--- src/hw/rtl/multilevel_priority_event_queue_unit_defines.svh ---
// ----------------------------------------------------------------------------
// Multilevel priority event queue - assertion macros
// Shared concurrent assertion shorthands, clocked with reset disable.
// ----------------------------------------------------------------------------
`ifndef MULTILEVEL_PRIORITY_EVENT_QUEUE_UNIT_DEFINES_SVH
`define MULTILEVEL_PRIORITY_EVENT_QUEUE_UNIT_DEFINES_SVH

// same-cycle implication
`define MPEQ_ASSERT_IMPL(name, clk, rstn, pre, post, msg) \
    name: assert property (@(posedge clk) disable iff (!(rstn)) (pre) |-> (post)) \
        else $error(msg);

// next-cycle implication
`define MPEQ_ASSERT_NEXT(name, clk, rstn, pre, post, msg) \
    name: assert property (@(posedge clk) disable iff (!(rstn)) (pre) |=> (post)) \
        else $error(msg);

`endif

--- src/hw/rtl/mpeq_pkg.sv ---
`timescale 1ns / 1ps
// ----------------------------------------------------------------------------
// Multilevel priority event queue - package
// Field widths, operation and status codes, controller states and the
// per-level command bundle.
// ----------------------------------------------------------------------------
package mpeq_pkg;

    localparam int TIME_W   = 32;
    localparam int ID_W     = 16;
    localparam int PRIO_W   = 4;
    localparam int STATUS_W = 3;

    typedef enum logic {
        OP_INSERT = 1'b0,
        OP_SERVE  = 1'b1
    } op_t;

    typedef enum logic [STATUS_W-1:0] {
        STATUS_INSERTED = 3'd0,
        STATUS_FULL     = 3'd1,
        STATUS_SERVED   = 3'd2,
        STATUS_EMPTY    = 3'd3,
        STATUS_BAD_PRIO = 3'd4
    } status_t;

    typedef enum logic {
        ST_IDLE = 1'b0,
        ST_EXEC = 1'b1
    } state_t;

    typedef struct packed {
        logic              ins;
        logic              srv;
        logic [TIME_W-1:0] time_val;
        logic [ID_W-1:0]   id_val;
    } level_cmd_t;

endpackage

--- src/hw/rtl/mpeq_cell.sv ---
`timescale 1ns / 1ps
// ----------------------------------------------------------------------------
// Multilevel priority event queue - storage cell
// One slot of a level: compares its time with the new event and takes the
// new event, its left neighbour or its right neighbour.
// ----------------------------------------------------------------------------
module mpeq_cell (
    input  logic                       aclk,
    input  mpeq_pkg::level_cmd_t       cmd_i,
    input  logic                       occ_i,
    input  logic                       at_count_i,
    input  logic                       prev_ge_i,
    input  logic [mpeq_pkg::TIME_W-1:0] left_time_i,
    input  logic [mpeq_pkg::ID_W-1:0]   left_id_i,
    input  logic [mpeq_pkg::TIME_W-1:0] right_time_i,
    input  logic [mpeq_pkg::ID_W-1:0]   right_id_i,
    output logic                       ge_o,
    output logic [mpeq_pkg::TIME_W-1:0] time_o,
    output logic [mpeq_pkg::ID_W-1:0]   id_o
);
    import mpeq_pkg::*;

    logic [TIME_W-1:0] time_reg, time_next;
    logic [ID_W-1:0]   id_reg, id_next;

    assign ge_o = occ_i && (time_reg >= cmd_i.time_val);

    always_comb begin
        time_next = time_reg;
        id_next   = id_reg;
        if (cmd_i.ins) begin
            if (prev_ge_i) begin
                time_next = left_time_i;
                id_next   = left_id_i;
            end else if (ge_o || at_count_i) begin
                time_next = cmd_i.time_val;
                id_next   = cmd_i.id_val;
            end
        end else if (cmd_i.srv) begin
            time_next = right_time_i;
            id_next   = right_id_i;
        end
    end

    always_ff @(posedge aclk) begin
        time_reg <= time_next;
        id_reg   <= id_next;
    end

    assign time_o = time_reg;
    assign id_o   = id_reg;

endmodule

--- src/hw/rtl/mpeq_level.sv ---
`timescale 1ns / 1ps
// ----------------------------------------------------------------------------
// Multilevel priority event queue - priority level
// A chain of cells kept in time order with its fill count; insert shifts the
// tail right, serve shifts the whole chain left.
// ----------------------------------------------------------------------------
`include "multilevel_priority_event_queue_unit_defines.svh"

module mpeq_level #(
    parameter int LEVEL_DEPTH = 16
) (
    input  logic                        aclk,
    input  logic                        aresetn,
    input  mpeq_pkg::level_cmd_t        cmd_i,
    output logic                        full_o,
    output logic                        nonempty_o,
    output logic [mpeq_pkg::TIME_W-1:0] head_time_o,
    output logic [mpeq_pkg::ID_W-1:0]   head_id_o
);
    import mpeq_pkg::*;

    localparam int CNT_W = $clog2(LEVEL_DEPTH + 1);

    logic [CNT_W-1:0]  count_reg, count_next;
    logic [TIME_W-1:0] cell_time [LEVEL_DEPTH];
    logic [ID_W-1:0]   cell_id   [LEVEL_DEPTH];
    logic              cell_ge   [LEVEL_DEPTH];

    genvar j;
    generate
        for (j = 0; j < LEVEL_DEPTH; j++) begin : g_cell
            logic              prev_ge;
            logic [TIME_W-1:0] left_time, right_time;
            logic [ID_W-1:0]   left_id, right_id;

            if (j == 0) begin : g_first
                assign prev_ge   = 1'b0;
                assign left_time = cmd_i.time_val;
                assign left_id   = cmd_i.id_val;
            end else begin : g_mid
                assign prev_ge   = cell_ge[j-1];
                assign left_time = cell_time[j-1];
                assign left_id   = cell_id[j-1];
            end

            if (j == LEVEL_DEPTH - 1) begin : g_last
                assign right_time = cell_time[j];
                assign right_id   = cell_id[j];
            end else begin : g_inner
                assign right_time = cell_time[j+1];
                assign right_id   = cell_id[j+1];
            end

            mpeq_cell u_cell (
                .aclk         (aclk),
                .cmd_i        (cmd_i),
                .occ_i        (CNT_W'(j) < count_reg),
                .at_count_i   (CNT_W'(j) == count_reg),
                .prev_ge_i    (prev_ge),
                .left_time_i  (left_time),
                .left_id_i    (left_id),
                .right_time_i (right_time),
                .right_id_i   (right_id),
                .ge_o         (cell_ge[j]),
                .time_o       (cell_time[j]),
                .id_o         (cell_id[j])
            );
        end
    endgenerate

    always_comb begin
        count_next = count_reg;
        if (cmd_i.ins) begin
            count_next = count_reg + CNT_W'(1);
        end else if (cmd_i.srv) begin
            count_next = count_reg - CNT_W'(1);
        end
    end

    always_ff @(posedge aclk) begin
        if (!aresetn) begin
            count_reg <= '0;
        end else begin
            count_reg <= count_next;
        end
    end

    assign full_o      = (count_reg == CNT_W'(LEVEL_DEPTH));
    assign nonempty_o  = (count_reg != '0);
    assign head_time_o = cell_time[0];
    assign head_id_o   = cell_id[0];

    `MPEQ_ASSERT_IMPL(a_ins_not_full, aclk, aresetn, cmd_i.ins, !full_o, "insert into full level")
    `MPEQ_ASSERT_IMPL(a_srv_not_empty, aclk, aresetn, cmd_i.srv, nonempty_o, "serve of empty level")
    `MPEQ_ASSERT_NEXT(a_ins_count, aclk, aresetn, cmd_i.ins, count_reg == CNT_W'($past(count_reg) + CNT_W'(1)), "count not advanced")

endmodule
--- config.mk ---
export PLATFORM = sky130hd
export DESIGN_NAME = mpeq_level
export DESIGN_NICKNAME = d
export VERILOG_FILES = /design/src/hw/rtl/mpeq_pkg.sv /design/src/hw/rtl/mpeq_cell.sv /design/src/hw/rtl/mpeq_level.sv
export VERILOG_INCLUDE_DIRS = /design/src /design/src/hw/rtl
export SDC_FILE = /design/constraint.sdc
export NUM_CORES = 2
export LEC_CHECK = 0
export BUFFER_PORTS_ARGS = -buffer_cell sky130_fd_sc_hd__clkbuf_2
export CAP_MARGIN = 20
export CELL_PAD_IN_SITES_DETAIL_PLACEMENT = 1
export CELL_PAD_IN_SITES_GLOBAL_PLACEMENT = 1
export CORE_ASPECT_RATIO = 1.4
export CORE_MARGIN = 2
export CORE_UTILIZATION = 45
export CTS_CLUSTER_SIZE = 12
export DETAILED_ROUTE_END_ITERATION = 8
export PLACE_DENSITY = 0.79
export RECOVER_POWER = 100
export SETUP_SLACK_MARGIN = 0.1
export SLEW_MARGIN = 20
export SYNTH_ARGS = -nofsm -noshare
export SYNTH_HDL_FRONTEND = slang
export SYNTH_SLANG_ARGS = --single-unit
--- constraint.sdc ---
create_clock -name aclk -period 5.4 [get_ports aclk]
set_clock_uncertainty 0.2 [all_clocks]
set_input_delay 0.54 -clock aclk [delete_from_list [all_inputs] [get_ports aclk]]
set_output_delay 0.54 -clock aclk [all_outputs]
set_load 0.03 [all_outputs]
# ---- After elaboration in Yosys (flattened, before gate mapping)
# Index checks and enable logic that the tools add are counted.
dict set report totals {
  reg_bits 773
  latch_bits 0
  mem_bits_rw 0
  romBits 0
  inputBits 52
  elab_cells 274
  n_memories 0
}
dict set report op_classes {
  add_sub_neg 2
  mul 0
  div 0
  magnitude_cmp 32
  eq_ne 31
  shifts 0
  mux 124
  bitwise 0
  reduce_logical 52
}
# operator n
set ops {}
lappend ops {{$mux W32} 61}
lappend ops {{$mux W16} 61}
lappend ops {{$ge A32 B32 Y1} 16}
lappend ops {{$ne A3 B1 Y1 const B} 14}
lappend ops {{$eq A4 B5 Y1 const A} 8}
lappend ops {{$lt A4 B5 Y1 const A} 8}
lappend ops {{$reduce_and A2 Y1} 16}
lappend ops {{$eq A3 B5 Y1 const A} 4}
lappend ops {{$lt A3 B5 Y1 const A} 4}
lappend ops {{$logic_and A1 B1 Y1} 16}
lappend ops {{$logic_or A1 B1 Y1} 16}
lappend ops {{$eq A2 B5 Y1 const A} 2}
lappend ops {{$lt A1 B5 Y1 const A} 2}
lappend ops {{$lt A2 B5 Y1 const A} 2}
lappend ops {{$mux W5} 2}
lappend ops {{$add A5 B1 Y5 const B} 1}
lappend ops {{$eq A1 B5 Y1 const A} 1}
lappend ops {{$eq A5 B5 Y1 const B} 1}
lappend ops {{$logic_not A5 Y1} 1}
lappend ops {{$reduce_bool A5 Y1} 1}
lappend ops {{$sub A5 B1 Y5 const B} 1}
lappend ops {{$reduce_bool A2 Y1} 2}
lappend ops {{$ne A2 B1 Y1 const B} 1}

# ---- Logic depth before layout (Yosys ltp)
dict set report logic_depth {
  word_depth 6
  ltp_mapped 11
  depth_no_buf 9
}

# ---- Modules after synthesis
# A second synthesis with hierarchy kept.
dict set report unflattened {
  hier_cells 5370
  area_unflattened_um2 52661.8
}
# mod instances cells_each area_each_um2
set by_module_without_submodules {}
lappend by_module_without_submodules {mpeq_cell 16 330 3253.1}
lappend by_module_without_submodules {mpeq_level 1 90 611.8}

# ---- Worst setup path after synthesis
# Ideal clock, no wire load.
dict set report synth_path {
  kind {input -> register}
  from {input cmd_i[45] in the netlist's numbering}
  to {register g_cell[9].u_cell.id_reg[0] (enable)}
  arrival_ps 5077
  required_time_ps 4719
  setup_slack_ps -358
  stages 9
  n_path_buf 1
  path_cell_list {inv_1 ha_1 nand4_1 nor4_1 nand3_1 a2111oi_0 o22ai_1 buf_2 a41oi_1}
}
dict set report synth_between {
  elab_chain_cells 5
}
# element line_no
set synth_lines {}
lappend synth_lines {{start: declaration} mpeq_level.sv:14} ;# input mpeq_pkg::level_cmd_t cmd_i,
lappend synth_lines {{$ge A32 B32 Y1} mpeq_cell.sv:26} ;# assign ge_o = occ_i && (time_reg >= cmd_i.time_val);
lappend synth_lines {{$logic_and A1 B1 Y1} mpeq_cell.sv:26}
lappend synth_lines {{$logic_or A1 B1 Y1} mpeq_cell.sv:35} ;# end else if (ge_o || at_count_i) begin
lappend synth_lines {{$ne A3 B1 Y1 (no source line) (*)} --}
lappend synth_lines {{$reduce_and A2 Y1 (no source line) (*)} --}
lappend synth_lines {{end signal: assignment} mpeq_cell.sv:47} ;# id_reg <= id_next;
lappend synth_lines {{end: declaration} mpeq_cell.sv:24} ;# logic [ID_W-1:0] id_reg, id_next;
# Mark *: on every way between the ends. The rest lies on a longest branch, timed or not.
# A chain may end at the register's enable or synchronous reset.

# ---- Final worst setup path
dict set report layout_path {
  from {register g_cell[11].u_cell.time_reg[17]}
  to {register g_cell[12].u_cell.time_reg[24] (enable)}
}
dict set report layout_between {
  elab_chain_cells 4
}
# element line_no
set layout_lines {}
lappend layout_lines {{start: declaration} mpeq_cell.sv:23} ;# logic [TIME_W-1:0] time_reg, time_next;
lappend layout_lines {{start signal: assignment} mpeq_cell.sv:46} ;# time_reg <= time_next;
lappend layout_lines {{$ge A32 B32 Y1} mpeq_cell.sv:26}
lappend layout_lines {{$logic_and A1 B1 Y1} mpeq_cell.sv:26}
lappend layout_lines {{$ne A3 B1 Y1 (no source line)} --}
lappend layout_lines {{$reduce_and A2 Y1 (no source line)} --}
lappend layout_lines {{end signal: assignment} mpeq_cell.sv:46}
lappend layout_lines {{end: declaration} mpeq_cell.sv:23}
# Every way passes these cells.

==> flow_metrics.tcl <==
set metrics [dict create \
    hold_path_class "input port to flip-flop" \
    largest_reg_flops 512 \
    synth_top_cell_area_share 0.463 \
    rows 144 \
    routed_via_density 6.98 \
    worst_pin_slew_ns 3.24 \
    ys.flop_type "edfxtp_1" \
    grt_max_degree 146 \
    synthesis.area_sq_um 49800 \
    worstPathMaxFanout 32 \
    grt_pass1_vias 46868 \
    finalWorstSetupSlack_ns 0.0926 \
    hold_viol 0 \
    fin_tns_setup_ns 0 \
    timing.rr.start "g_cell[11].u_cell.time_o[17]" \
    hpwl_microns 144000 \
    routed_wirelength_microns 217000 \
    hold_slack_ns 0.0431 \
    antenna_found_initial 3 \
    synthTopCellsByArea "edfxtp_1 (46%), ha_1 (13%), nor2_1 (7.6%)" \
    post_cts_buffers 0 \
    synth.net_count 5474 \
    grt_usage 0.375 \
    synthDistinctLibCells 57 \
    power_density_nw_per_um2 367 \
    cts_tree "yes" \
    p_seq_frac 0.435 \
    avgSynthCellArea_sq_um 10.2 \
    grt_pass1_wl_microns 313000 \
    insertion_delay_ns 0.73 \
    yosysMostFrequentCell "nor2_1" \
    max-slew-margin-rel -1.16 \
    crit_path_end "g_cell[12].u_cell.time_o[24]" \
    leakage_nw 21.6 \
    cts_root_buf "clkbuf_16" \
    die_h_microns 398 \
    drc 0 \
    period_minus_slack_ns 5.31 \
    core_sq_um 110000 \
    min_from "cmd_i[4]" \
    internal_power_mw 12.5 \
    drive_above_1_share 0.0864 \
    io_pins 102 \
    route.met3.wl_microns 19800 \
    async_flop_share 0 \
    cp_common_cell "o21ai_0" \
    path_cells "ha_1, a21oi_1, o21ai_0, buf_4, a221o_1, a211oi_1, o41ai_1, o21ai_0, a31oi_4, buf_12" \
    grt-ovfl-total 0 \
    power.share.switching 0.376 \
    clock.fmax_mhz 188 \
    cts-resized-gates 0 \
    worstSetupPathType "flip-flop to flip-flop" \
    netSwitchingPower_mw 7.53 \
    syn2layout_area_growth_pct 9.57 \
    ys_warn_count 0 \
    synth.cells.most_frequent "nor2_1 (1,012), edfxtp_1 (768), ha_1 (517), a221oi_1 (368), a21oi_1 (307)" \
    setup_viol 0 \
    cts_made_buffers 83 \
    fp.dieArea_sq_um 113000 \
    die_width_microns 285 \
    required_ns 5.57 \
    nNetsFinal 5464 \
    cp-start-kind "flip-flop" \
    postLayoutCoreUtil 0.496 \
    initial_core_util 0.453 \
    port_buffers 101 \
    critPathMaxStageDelay_ns 1.50 \
    wire_per_inst_microns 33.8 \
    worstReg2RegEnd "g_cell[12].u_cell.time_o[24]" \
    vias 44760 \
    gp_congestion 0.988 \
    end_kind "flip-flop" \
    htreeDepth 3 \
    outcome "finished, violations left" \
    ir_worst_vdd_uv 276 \
    cp_slowest_cell "o41ai_1" \
    worstSetupStartpoint "g_cell[11].u_cell.time_o[17]" \
    worstPathArrival_ns 5.47 \
    regToRegSetupSlack_ns 0.09 \
    pwr-share-comb 0.281 \
    violations "max-capacitance violations, max-slew violations" \
    dr.pass1.iters 6 \
    synth_edf_count 768 \
    cts.clk_slew.worst_paths_ns 0.06 \
    maxCapViolations 23 \
    place_ws_ns 0.158 \
    synth_top_area_cell "edfxtp_1" \
    synthCells 4905 \
    highest_layer "met5" \
    drtAntennaViolNets 0 \
    cts_num_sinks 773 \
    clockBufferDepth 3 \
    clkPwrFrac 0.284 \
    wl_met2_microns 99400 \
    drt_iter0_markers 5050 \
    ys_seq_area_frac 0.465 \
    rsz0062_at_grt "false" \
    slew_violations 1241 \
    fin_crit_sh 0.983 \
    yosys_register_bits 773 \
    reg2regPathDepth 10 \
    wl_met1_microns 76100 \
]
layout by cell type (no fill, tap or decap), types with 49 or more instances in the layout:
cell type     n
mux2i_1      95
nand3_1     114
nand4_1      59
a221oi_1    385
buf_4        95
o221ai_1     50
edfxtp_1    768
clkbuf_2     64
inv_1       194
a21o_1       89
nor2b_1      59
nor2_1     1010
o31ai_1      49
clkbuf_16    84
nand2_1     174
ha_1        517
a21oi_1     308
a31oi_1     100
o21ai_0     221
mux2_2       90
clkbuf_1    100
worst min-delay path by stage:
stage / endpoint / slack [ns] / cells after the start
2_1_floorplan: g_cell[15].u_cell.id_o[0] / 0.35 / 1
3_3_place_gp: g_cell[3].u_cell.id_o[12] / 0.36 / 1
3_5_place_dp: g_cell[15].u_cell.id_o[11] / 0.37 / 1
4_1_cts: g_cell[15].u_cell.id_o[4] / 0.02 / 2
5_1_grt: g_cell[15].u_cell.id_o[4] / 0.06 / 2
6_report: g_cell[15].u_cell.id_o[4] / 0.04 / 2
cell type report:
class / count / area, sq um
sequential: 773 / 23200
timing repair buffer: 269 / 1800
fill: 12152 / 55300
tap: 1460 / 1830
antenna: 1 / 2.50
inverter: 194 / 728
clock buffer: 103 / 2170
clock inverter: 41 / 344
multi-input combinational: 3574 / 24500
kinds of logic after synthesis:
| kind of cell | Yosys count | share of synthesized area |
|---|---|---|
| buffers and inverters | 558 | 0.0445 |
| adders and majority gates | 517 | 0.130 |
| muxes | 191 | 0.0408 |
| AOI/OAI and AO/OA | 1350 | 0.191 |
| DFF | 773 | 0.465 |
| and+or+nand+nor | 1513 | 0.128 |
| xor gates and xnor gates | 3 | 0.000528 |
metal layers:
| layer | global-route usage | vias to the layer above |
|---|---|---|
| met4 | 0.309 | 6 |
| met3 | 0.0733 | 993 |
| met5 | 0 | - |
| li1 | - | 18618 |
| met2 | 0.608 | 2860 |
| met1 | 0.429 | 22283 |
power by group through the flow:
stage	combinational, mW	sequential, mW	clock (mW)
3_5_place_dp	5.53	8.77	0
5_1_grt	5.91	8.76	5.90
2_1_floorplan	3.11	8.50	0
6_report	5.63	8.72	5.69
4_1_cts	5.59	8.67	5.71
3_3_place_gp	5.30	8.76	0
critical path: cells and delay by family (launching register included):
family,cells,cell delay [ns]
buffers and inverters,2,0.49
adder cells (fa/ha/maj),1,0.34
AO/OA/AOI/OAI,7,3.40
flip-flops,1,0.46
through the flow:
step	area, sq um	total power [mW]	instances
finish	54600	20.0	6415
global placement	52800	14.1	6267
detailed placement	52800	14.3	6268
floorplan	49900	11.6	4905
CTS	55300	20.0	6413
global route	54600	20.6	6414
timing repair:
item	CTS	global route
endpoints found under the setup margin	0	0
hold endpoints to repair	5	0
hold buffers	1	0
(Power assumes the default switching activity.)
